### config.mk
export PLATFORM = sky130hd
export DESIGN_NAME = seat_temp_sensor_conditioner
export DESIGN_NICKNAME = d
export VERILOG_FILES = /design/src/design/stp_pkg.sv /design/src/design/seat_temp_sensor_conditioner.sv
export VERILOG_INCLUDE_DIRS = /design/src /design/src/design
export SDC_FILE = /design/constraint.sdc
export NUM_CORES = 1
export LEC_CHECK = 0
export BUFFER_PORTS_ARGS = -buffer_cell sky130_fd_sc_hd__buf_2
export CAP_MARGIN = 10
export CORE_AREA = 2 2 246 200
export CTS_CLUSTER_DIAMETER = 50
export DETAILED_ROUTE_END_ITERATION = 8
export DIE_AREA = 0 0 248 202
export HOLD_SLACK_MARGIN = 0.08
export PLACE_DENSITY = 0.49
export REMOVE_ABC_BUFFERS = 1
export SLEW_MARGIN = 25
export SYNTH_ARGS = -nofsm -noshare
export SYNTH_HDL_FRONTEND = slang
export SYNTH_SLANG_ARGS = --single-unit
### constraint.sdc
create_clock -name clk -period 12.2 [get_ports clk]
set_clock_uncertainty 0.1 [all_clocks]
set_input_delay 0 -clock clk [delete_from_list [all_inputs] [get_ports clk]]
set_output_delay 0 -clock clk [all_outputs]
set_load 0.01 [all_outputs]
### src/design/assert_macros.svh
// Assertion macros used by the conditioner's top level.
`ifndef ASSERT_MACROS_SVH
`define ASSERT_MACROS_SVH

// Checks a property on every rising edge of clk, with reset held off.
`define STP_ASSERT(label, prop, msg) \
  label: assert property (@(posedge clk) disable iff (!rst_n) prop) else $error(msg);

// Checks a property on every rising edge of clk, reset included.
`define STP_ASSERT_ALWAYS(label, prop, msg) \
  label: assert property (@(posedge clk) prop) else $error(msg);

`endif

### src/design/stp_pkg.sv
// Types, constants and lookup functions of the seat temperature sensor conditioner.
package stp_pkg;

  typedef struct packed {
    logic [9:0] sample;
    logic [6:0] ambient_temp;
    logic       other_faults;
    logic       machine_test;
    logic       pcb_test;
    logic       power_on;
  } stp_in_t;

  typedef struct packed {
    logic [9:0] filtered_value;
    logic [6:0] seat_temp;
    logic       sensor_fault;
    logic       over_temp;
    logic       alarm;
    logic       heater_on;
  } stp_out_t;

  // Register indexes on the configuration port.
  localparam logic [1:0] REG_FAULT_LOW  = 2'd0;
  localparam logic [1:0] REG_FAULT_HIGH = 2'd1;
  localparam logic [1:0] REG_OVER_TEMP  = 2'd2;

  localparam logic [9:0] FAULT_LOW_RESET  = 10'd30;
  localparam logic [9:0] FAULT_HIGH_RESET = 10'd994;
  localparam logic [6:0] OVER_TEMP_RESET  = 7'd55;

  localparam int unsigned WIN_DEPTH = 5;
  localparam logic [6:0]  TABLE_LEN = 7'd71;

  // Reciprocal of 3 scaled by 2**17; exact for every trimmed sum the window can give.
  localparam logic [16:0] RECIP3 = 17'd43691;
  localparam int unsigned RECIP3_SHIFT = 17;

  // Falling thermistor table, one entry per degree; zero past the end stops the walk.
  function automatic logic [9:0] deg_entry(input logic [6:0] t);
    logic [9:0] v;
    case (t)
      7'd0: v = 10'd745;  7'd1: v = 10'd736;  7'd2: v = 10'd727;  7'd3: v = 10'd718;
      7'd4: v = 10'd709;  7'd5: v = 10'd700;  7'd6: v = 10'd691;  7'd7: v = 10'd682;
      7'd8: v = 10'd672;  7'd9: v = 10'd663;  7'd10: v = 10'd653; 7'd11: v = 10'd644;
      7'd12: v = 10'd634; 7'd13: v = 10'd625; 7'd14: v = 10'd615; 7'd15: v = 10'd605;
      7'd16: v = 10'd595; 7'd17: v = 10'd586; 7'd18: v = 10'd576; 7'd19: v = 10'd566;
      7'd20: v = 10'd557; 7'd21: v = 10'd547; 7'd22: v = 10'd538; 7'd23: v = 10'd528;
      7'd24: v = 10'd518; 7'd25: v = 10'd509; 7'd26: v = 10'd499; 7'd27: v = 10'd490;
      7'd28: v = 10'd480; 7'd29: v = 10'd471; 7'd30: v = 10'd461; 7'd31: v = 10'd452;
      7'd32: v = 10'd443; 7'd33: v = 10'd434; 7'd34: v = 10'd425; 7'd35: v = 10'd416;
      7'd36: v = 10'd407; 7'd37: v = 10'd398; 7'd38: v = 10'd390; 7'd39: v = 10'd381;
      7'd40: v = 10'd373; 7'd41: v = 10'd365; 7'd42: v = 10'd356; 7'd43: v = 10'd348;
      7'd44: v = 10'd341; 7'd45: v = 10'd333; 7'd46: v = 10'd325; 7'd47: v = 10'd318;
      7'd48: v = 10'd311; 7'd49: v = 10'd303; 7'd50: v = 10'd296; 7'd51: v = 10'd289;
      7'd52: v = 10'd283; 7'd53: v = 10'd276; 7'd54: v = 10'd269; 7'd55: v = 10'd263;
      7'd56: v = 10'd257; 7'd57: v = 10'd251; 7'd58: v = 10'd245; 7'd59: v = 10'd239;
      7'd60: v = 10'd233; 7'd61: v = 10'd227; 7'd62: v = 10'd222; 7'd63: v = 10'd216;
      7'd64: v = 10'd211; 7'd65: v = 10'd206; 7'd66: v = 10'd201; 7'd67: v = 10'd196;
      7'd68: v = 10'd191; 7'd69: v = 10'd187; 7'd70: v = 10'd182;
      default: v = 10'd0;
    endcase
    return v;
  endfunction

  // Heater setpoint in degrees for the ambient temperature band.
  function automatic logic [6:0] setpoint_for(input logic [6:0] amb);
    logic [6:0] sp;
    if (amb < 7'd10) sp = 7'd36;
    else if (amb < 7'd15) sp = 7'd34;
    else if (amb < 7'd20) sp = 7'd32;
    else if (amb < 7'd25) sp = 7'd30;
    else sp = 7'd25;
    return sp;
  endfunction

endpackage

### src/design/seat_temp_sensor_conditioner.sv
// Top level of the seat temperature sensor conditioner.
// One transfer on the input channel brings one thermistor sample and the heater control
// inputs, and yields exactly one result transfer. Samples are stored in a five-entry
// window memory; on every fifth sample the block reads the window back one entry per
// cycle, drops the largest and smallest values and divides the other three by three,
// and holds that value until the next window completes (it is zero after reset, which
// reads as a sensor fault). Every item then converts the held value to degrees by
// walking the 71-entry thermistor table one entry per cycle, saturating at 71. The walk
// ends at once when the held value is at or above the first table entry. An item that
// completes a window also passes through read-back, trim and divide; the read-back is
// bounded by the single read port of the window memory. One item is worked on at a
// time; the result sits in an output register, so a new item can be taken while the
// previous result still waits. The user must write the three limits through the
// APB-style port only while the block is idle; the block itself does not enforce this.
module seat_temp_sensor_conditioner (
  input  logic              clk,
  input  logic              rst_n,
  input  logic              in_valid,
  output logic              in_ready,
  input  stp_pkg::stp_in_t  in_data,
  output logic              out_valid,
  input  logic              out_ready,
  output stp_pkg::stp_out_t out_data,
  input  logic              cfg_psel,
  input  logic              cfg_penable,
  input  logic              cfg_pwrite,
  input  logic [3:0]        cfg_paddr,
  input  logic [31:0]       cfg_pwdata,
  output logic [31:0]       cfg_prdata,
  output logic              cfg_pready
);
  import stp_pkg::*;

  // Sequencer states.
  localparam logic [2:0] S_IDLE = 3'd0;
  localparam logic [2:0] S_READ = 3'd1;
  localparam logic [2:0] S_TRIM = 3'd2;
  localparam logic [2:0] S_DIV  = 3'd3;
  localparam logic [2:0] S_LOOK = 3'd4;
  localparam logic [2:0] S_FIN  = 3'd5;

  localparam logic [2:0] LAST_SLOT = 3'(WIN_DEPTH - 1);
  localparam logic [2:0] RD_END    = 3'(WIN_DEPTH);

  logic [2:0]  state_r, state_nxt;

  // Configuration registers.
  logic [9:0]  fault_low_r;
  logic [9:0]  fault_high_r;
  logic [6:0]  over_temp_lim_r;

  // Window memory and its read port.
  logic [9:0]  win_mem [0:WIN_DEPTH-1];
  logic [9:0]  rd_data_r;
  logic [2:0]  rd_idx_r;
  logic        rd_vld_r;
  logic [2:0]  win_cnt_r;

  // Item in flight and datapath registers.
  stp_in_t     item_r;
  logic [12:0] sum_r;
  logic [9:0]  max_r;
  logic [9:0]  min_r;
  logic [11:0] trim_r;
  logic [9:0]  held_r;
  logic [6:0]  deg_r;
  logic        heater_r;

  // Output register.
  logic        out_valid_r;
  stp_out_t    out_data_r;

  logic        in_fire;
  logic        cfg_wr;
  logic        out_load;
  logic        walk_go;
  logic [28:0] div_prod;
  logic        sfault;
  logic        otemp;
  logic        anyf;
  logic        heater_nxt;

  assign in_ready  = (state_r == S_IDLE);
  assign in_fire   = in_valid && in_ready;
  assign out_valid = out_valid_r;
  assign out_data  = out_data_r;
  assign out_load  = (state_r == S_FIN) && (!out_valid_r || out_ready);

  // The table walk continues while the held value is still below the current entry.
  assign walk_go   = (deg_r < TABLE_LEN) && (held_r < deg_entry(deg_r));

  // Division by three as a multiply by the scaled reciprocal.
  assign div_prod  = {17'd0, trim_r} * {12'd0, RECIP3};

  // Flags and heater decision for the finishing item.
  assign sfault = (held_r < fault_low_r) || (held_r > fault_high_r);
  assign otemp  = ({1'b0, deg_r} >= {1'b0, over_temp_lim_r});
  assign anyf   = sfault || otemp || item_r.other_faults;

  always_comb begin
    heater_nxt = heater_r;
    if (!item_r.pcb_test && item_r.power_on && !anyf) begin
      heater_nxt = (deg_r <= setpoint_for(item_r.ambient_temp));
    end
  end

  // Configuration port: a write lands in the access phase; reads are combinational.
  assign cfg_pready = 1'b1;
  assign cfg_wr     = cfg_psel && cfg_penable && cfg_pwrite && cfg_pready;

  always_comb begin
    case (cfg_paddr[3:2])
      REG_FAULT_LOW:  cfg_prdata = {22'd0, fault_low_r};
      REG_FAULT_HIGH: cfg_prdata = {22'd0, fault_high_r};
      REG_OVER_TEMP:  cfg_prdata = {25'd0, over_temp_lim_r};
      default:        cfg_prdata = 32'd0;
    endcase
  end

  always_ff @(posedge clk) begin
    if (!rst_n) begin
      fault_low_r     <= FAULT_LOW_RESET;
      fault_high_r    <= FAULT_HIGH_RESET;
      over_temp_lim_r <= OVER_TEMP_RESET;
    end else if (cfg_wr) begin
      case (cfg_paddr[3:2])
        REG_FAULT_LOW:  fault_low_r     <= cfg_pwdata[9:0];
        REG_FAULT_HIGH: fault_high_r    <= cfg_pwdata[9:0];
        REG_OVER_TEMP:  over_temp_lim_r <= cfg_pwdata[6:0];
        default: ;
      endcase
    end
  end

  // Sequencer. A completed window detours through read-back, trim and divide before
  // the table walk; every other item goes straight to the walk.
  always_comb begin
    state_nxt = state_r;
    case (state_r)
      S_IDLE: begin
        if (in_fire) state_nxt = (win_cnt_r == LAST_SLOT) ? S_READ : S_LOOK;
      end
      S_READ: begin
        if (rd_idx_r == RD_END && rd_vld_r) state_nxt = S_TRIM;
      end
      S_TRIM: state_nxt = S_DIV;
      S_DIV:  state_nxt = S_LOOK;
      S_LOOK: begin
        if (!walk_go) state_nxt = S_FIN;
      end
      S_FIN: begin
        if (out_load) state_nxt = S_IDLE;
      end
      default: state_nxt = S_IDLE;
    endcase
  end

  always_ff @(posedge clk) begin
    if (!rst_n) state_r <= S_IDLE;
    else state_r <= state_nxt;
  end

  // Window memory: written on the accepting edge, read back one entry per cycle.
  always_ff @(posedge clk) begin
    if (in_fire) win_mem[win_cnt_r] <= in_data.sample;
    if (state_r == S_READ && rd_idx_r < RD_END) rd_data_r <= win_mem[rd_idx_r];
  end

  always_ff @(posedge clk) begin
    if (!rst_n) begin
      win_cnt_r <= 3'd0;
      rd_idx_r  <= 3'd0;
      rd_vld_r  <= 1'b0;
      held_r    <= 10'd0;
      heater_r  <= 1'b0;
      deg_r     <= 7'd0;
    end else begin
      if (in_fire) begin
        win_cnt_r <= (win_cnt_r == LAST_SLOT) ? 3'd0 : win_cnt_r + 3'd1;
        rd_idx_r  <= 3'd0;
        rd_vld_r  <= 1'b0;
        deg_r     <= 7'd0;
      end
      if (state_r == S_READ) begin
        rd_vld_r <= (rd_idx_r < RD_END);
        if (rd_idx_r < RD_END) rd_idx_r <= rd_idx_r + 3'd1;
      end
      if (state_r == S_DIV) held_r <= div_prod[RECIP3_SHIFT +: 10];
      if (state_r == S_LOOK && walk_go) deg_r <= deg_r + 7'd1;
      if (out_load) heater_r <= heater_nxt;
    end
  end

  // Window statistics: the first returned entry seeds sum, maximum and minimum.
  always_ff @(posedge clk) begin
    if (in_fire) item_r <= in_data;
    if (state_r == S_READ && rd_vld_r) begin
      if (rd_idx_r == 3'd1) begin
        sum_r <= {3'd0, rd_data_r};
        max_r <= rd_data_r;
        min_r <= rd_data_r;
      end else begin
        sum_r <= sum_r + {3'd0, rd_data_r};
        if (rd_data_r > max_r) max_r <= rd_data_r;
        if (rd_data_r < min_r) min_r <= rd_data_r;
      end
    end
    if (state_r == S_TRIM) trim_r <= 12'(sum_r - {3'd0, max_r} - {3'd0, min_r});
  end

  // Output register: the slot empties on a transfer and fills as an item finishes.
  always_ff @(posedge clk) begin
    if (!rst_n) begin
      out_valid_r <= 1'b0;
    end else if (out_load) begin
      out_valid_r <= 1'b1;
    end else if (out_ready) begin
      out_valid_r <= 1'b0;
    end
  end

  always_ff @(posedge clk) begin
    if (out_load) begin
      out_data_r.filtered_value <= held_r;
      out_data_r.seat_temp      <= deg_r;
      out_data_r.sensor_fault   <= sfault;
      out_data_r.over_temp      <= otemp;
      out_data_r.alarm          <= anyf && !item_r.machine_test;
      out_data_r.heater_on      <= heater_nxt;
    end
  end

  `include "assert_macros.svh"

  // The write pointer of the window never leaves the five slots.
  `STP_ASSERT(a_win_cnt_range, (win_cnt_r <= LAST_SLOT), "window count out of range")
  // The table walk stops at the saturation value.
  `STP_ASSERT(a_deg_range, (deg_r <= TABLE_LEN), "table walk ran past the end")
  // After a transfer in, the block is not ready in the cycle after it.
  `STP_ASSERT(a_busy_after_accept, in_fire |=> !in_ready, "accepted twice in a row")
  // The held value changes only out of the divide step.
  `STP_ASSERT(a_held_only_from_div, (!$stable(held_r)) |-> ($past(state_r) == S_DIV),
              "held value changed outside window completion")

endmodule

-- After elaboration in Yosys (flattened, before gate mapping)
Memories as Yosys holds them, arrays and structs flattened. A register that Yosys moved wholly into a read port is not among the register bits.
Cells that the tools add are included.
- register bits after elaboration: 133
- bits in writable memories: 50
- bits in read-only memories: 1280
- bits of input ports: 64
- output and inout port bits: 56
- word-level logic and storage cells: 128
- memories: 2
- add/subtract/negate cells: 6
- multipliers: 1
- $lt $le $gt $ge: 13
- equality and inequality tests: 14
- mux-type cells: 32
- reduce and logical (&&, ||, !) cells: 33
- memory list (memory ; words ; width ; rd ports ; clocked after memory_dff ; write ports ; RTL line ; text):
    (name not given) ; 128 ; 10 ; 1 ; 1 ; 0 ; stp_pkg.sv:41 ; case (t)
    win_mem ; 5 ; 10 ; 1 ; 1 ; 1 ; seat_temp_sensor_conditioner.sv:53 ; logic [9:0] win_mem [0:WIN_DEPTH-1];
- operator list (cell ; number):
    two-way mux 10 bit ; 5
    two-way mux 7 bit ; 5
    < comparator 10 bit ; 3
    two-way mux 3 bit ; 10
    one-hot mux 10 bit (3 select lines) ; 1
    multiplier 12 x 16 -> 27 bit, second input constant ; 1
    subtractor 12 x 10 -> 12 bit ; 2
    greater-than comparator 10 bit ; 2
    two-way mux 6 bit ; 3
    one-hot mux 3 bit (6 select lines) ; 1
    < comparator 7 x 4 -> 1 bit, second input constant ; 2
    < comparator 7 x 5 -> 1 bit, second input constant ; 2
    adder 13 x 10 -> 13 bit ; 1
    == test 3 bit, second input constant ; 4
    logical AND 1 bit ; 12
    AND reduction 2 bit ; 5
    nonzero test 2 bit ; 5
    adder 7 x 1 -> 7 bit, second input constant ; 1
    greater-or-equal comparator 7 bit ; 1
    less-or-equal comparator 7 bit ; 1
    < comparator 7 bit, second input constant ; 1
    two-way mux 1 bit ; 7
    adder 3 x 1 -> 3 bit, second input constant ; 2
    == test 3 x 1 -> 1 bit, second input constant ; 2
    other kinds (11) ; 20

-- Longest topological paths before layout
- depth after elaboration: 9
- mapped depth: 20
- depth with buffers taken out: 20

-- Worst setup path after synthesis
OpenSTA, ideal clock, no wires.
- path kind: register to register
- start: register trim_r[8]
- end: register held_r[8]
- library setup time: 70 ps
- arrival time: 5215 ps
- data required time: 12030 ps
- slack: 6815 ps
- stages on the path, launching flop included: 21
- buffers on the path: 0
- clock period less this slack: 5385 ps
- cells stage by stage: edfxtp_1 -> ha_1 -> inv_1 -> fa_1 -> xnor2_1 -> ha_1 -> or2_2 -> fa_1 -> inv_1 -> fa_1 -> inv_1 -> ha_1 -> o21ai_0 -> and2_1 -> nor3b_1 -> a221o_1 -> a221o_1 -> a211oi_1 -> xnor2_1 -> nand2_1 -> a21oi_1
- cells in the longest elaborated chain, start to end: 1
- ends and longest elaborated chain (what ; RTL line ; text):
    start: declaration ; seat_temp_sensor_conditioner.sv:64 ; logic [11:0] trim_r;
    start signal: assignment ; seat_temp_sensor_conditioner.sv:208 ; if (state_r == S_TRIM) trim_r <= 12'(sum_r - {3'd0, max_r} - {3'd0, min_r});
    multiplier 12 x 16 -> 27 bit ; seat_temp_sensor_conditioner.sv:93 ; assign div_prod = {17'd0, trim_r} * {12'd0, RECIP3};
    end signal: assignment ; seat_temp_sensor_conditioner.sv:188 ; if (state_r == S_DIV) held_r <= div_prod[RECIP3_SHIFT +: 10];
    end: declaration ; seat_temp_sensor_conditioner.sv:65 ; logic [9:0] held_r;
No other way between the ends.
A chain may end at the register's enable or synchronous reset.

-- Worst setup path in the final report
- start: register trim_r[8]
- end: register held_r[9]
Same word-level chain as after synthesis.

==> results.toml <==
[yosys]
postSynth.asyncResetShare_pct = 0
synth_commonest_cells = "inv_1, ha_1, edfxtp_1"
synth-seq-cells = 202
synth_warnings = 0
synthSimpleGateAreaFrac_pct = 11.3
synth_cells = 1384
yosys.area_share.adder_pct = 22.6
synth_most_common_cell = "inv_1"
post-synth-top-area-cell = "edfxtp_1"
synth_ff_type = "edfxtp_1"
synth_edf_count = 136
postSynthAreaPerCell_sq_um = 10.2
synthTopCellsByArea = "edfxtp_1, ha_1, dfxtp_1"
yosysUniqueCellTypes = 76
synth_xor_area_share_pct = 1.86
synth_top_family_by_area = "adder cells"
yosysSeqAreaShare_pct = 38.3
syn_area_sq_um = 14100
synth.area.mux_share_pct = 4.24
synth-compound-area-share_pct = 13.8
synth_top_area_share_pct = 28.9

[critical_path]
crit_start = "trim_r[8]"
critPathRequiredTime_ns = 12.55
ff2ff_path_depth = 18
arrival_ns = 6.32
cp-end-kind = "flip-flop"
reg2reg_from = "trim_r[8]"
path_class = "flip-flop to flip-flop"
crit_path_start_kind = "flip-flop"
reg2reg_slack_ns = 6.23
crit_fanout = 4

[placed_design]
portBuffers = 72
dp_cells = 2043
gp_congestion = 0.870
hpwl_mm = 24.5

[sta]
max_freq_mhz = 167
timing.hold.ws_ns = 0.109
setup_viol = 0
final.setup.tns_ns = 0
hold_viol_final = 0
slew_headroom_pct = 35.6
rsz0062_at_grt = "no"
period_needed_ns = 5.97
period_share_pct = 48.9
maxSlewViolCount = 0
worstMarginPinSlew_ns = 0.963

[floorplan]
num_rows = 72
die-area_sq_um = 50100
initial_utilization_pct = 29.6
die_h_um = 202
die_w_um = 248
ios = 120
core_area_sq_um = 47700

[route]
drc = 0
num_vias = 10300
drt_iter0_markers = 601
routedWlPerCell_um = 15.3
drt_pass1_iterations = 4
viasPerCell = 4.75
routed_wirelength_mm = 33.1
ant_nets = 0

[clocking]
clockRootBuffer = "clkbuf_16"
cts_max_path_buffers = 3
post_cts_buffers = 0
cts_resized = 0
clkLatencyLatePin_ns = 0.56
cts_buffers = 31
h-tree-depth = 1
cts_hold_buf = 65
clk_pin_slew_worst_paths_ns = 0.06
cts_tree = "done"
numClockSinks = 202

[final_layout]
multi_input_area_sq_um = 7780
n_fill_cell = 4672
layout-drive-gt1-share_pct = 11.6
area_growth_pct = 19.0
seqCellArea_sq_um = 5410
n_antenna_cell = 0
final_net_count = 1799
instances_no_fill = 2166

[run]
cap_violations = 0

[grt]
grt_remaining_overflow = 0
grt_max_degree = 46
grt_pass1_wl_mm = 54.6
antenna_found_initial = 0
grt_pass1_vias = 10300
grt_usage_pct = 13.5

[outcome]
run_status = "completed"

[hold_path]
min_path_type = "input pin to flip-flop"
hold_path_depth = 2
hold_start = "in_data[17]"

[power]
vdd_drop_max_uv = 119
power.leakage_nw = 7.20
p_per_area_nw_per_um2 = 169
-- per-layer routing --
metal / vias to the layer above / share of wire (%) / track usage (%)
li1: 5128 / - / -
met1: 4950 / 50 / 19.6
met2: 165 / 45 / 20.8
met3: 41 / 3.7 / 2.06
met4: 0 / 1.9 / 3.46
met5: - / 0 / 0
-- worst max-delay path, cell delays in order, from the launching register on --
cell      delay, ns
edfxtp_1       0.46
ha_1           0.33
inv_1          0.12
fa_1           0.50
xnor2_1        0.32
ha_1           0.37
fa_1           0.56
inv_1          0.05
fa_1           0.50
inv_1          0.04
ha_1           0.27
o21ai_0        0.30
and2_1         0.24
nor3b_1        0.08
a221o_1        0.35
a221o_1        0.42
a211oi_1       0.45
nor2_1         0.12
nor4b_1        0.29
-- final timing paths --
path                                 endpoint
worst min-delay path            win_mem[4][6]
worst max-delay path                held_r[9]
worst min register to register       heater_r
worst max register to register      held_r[9]
-- where the power goes --
| group | switching, mW | total, mW | leakage (nW) | internal (mW) |
|---|---|---|---|---|
| combinational | 0.617 | 1.08 | 4.93 | 0.461 |
| sequential | 0.0603 | 0.876 | 1.77 | 0.815 |
| clock | 0.341 | 0.880 | 0.499 | 0.539 |
| total | 1.02 | 2.83 | 7.20 | 1.82 |
-- flip-flops by register name (all words and copies together) (netlist names), 3 cells and up, named ones only --
name             flops
fault_high_r        10
win_cnt_r            3
sum_r               12
rd_data_r           10
trim_r              12
deg_r                7
out_data            21
fault_low_r         10
win_mem             50
min_r               10
held_r              10
item_r              11
rd_idx_r             3
state_r              3
max_r               10
over_temp_lim_r      7
-- layout by cell type (no fill, tap or decap), drive strengths merged, types with 10 or more instances in the layout --
cell type / n
inv: 200
ha: 169
edfxtp: 136
nand2: 122
buf: 82
a21oi: 75
dfxtp: 66
dlygate4sd3: 65
o21ai: 62
fa: 54
nor2: 51
clkbuf: 36
nand3: 31
mux2i: 25
a21o: 24
nor3: 24
conb: 23
o211ai: 20
a211oi: 19
o21a: 17
nand2b: 16
xnor2: 16
xor2: 14
nor2b: 14
mux2: 11
and2: 11
mux4: 10
a221oi: 10
-- final cells by class --
class | count | area share, %
tap | 629 | 4.68
clock buffer | 36 | 4.73
clock inverter | 22 | 1.40
sequential | 202 | 32.2
multi-input combinational | 939 | 46.3
timing repair buffer | 147 | 6.46
inverter | 191 | 4.27
-- per-stage QoR --
step           power [mW]  instance area, sq um  worst slack (ns)  utilization, %
4_1_cts              2.87                 16800              6.17            35.2
6_report             2.83                 16800              6.23            35.3
5_1_grt              3.06                 16800              5.84            35.3
2_1_floorplan        1.67                 13800              6.81               -
3_5_place_dp         1.96                 15100              6.22            31.7
3_3_place_gp         1.95                 15100              6.39            31.7
-- logic make-up (layout without fill, tap and decap cells) --
family,count (synthesis),after routing
buf+inv,264,396
xor+xnor,30,30
compound gates,291,291
fa+ha+maj,223,223
other cells,2,23
simple gates,326,326
flops,202,202
mux,46,46
Power figures use the tool's default switching activity.
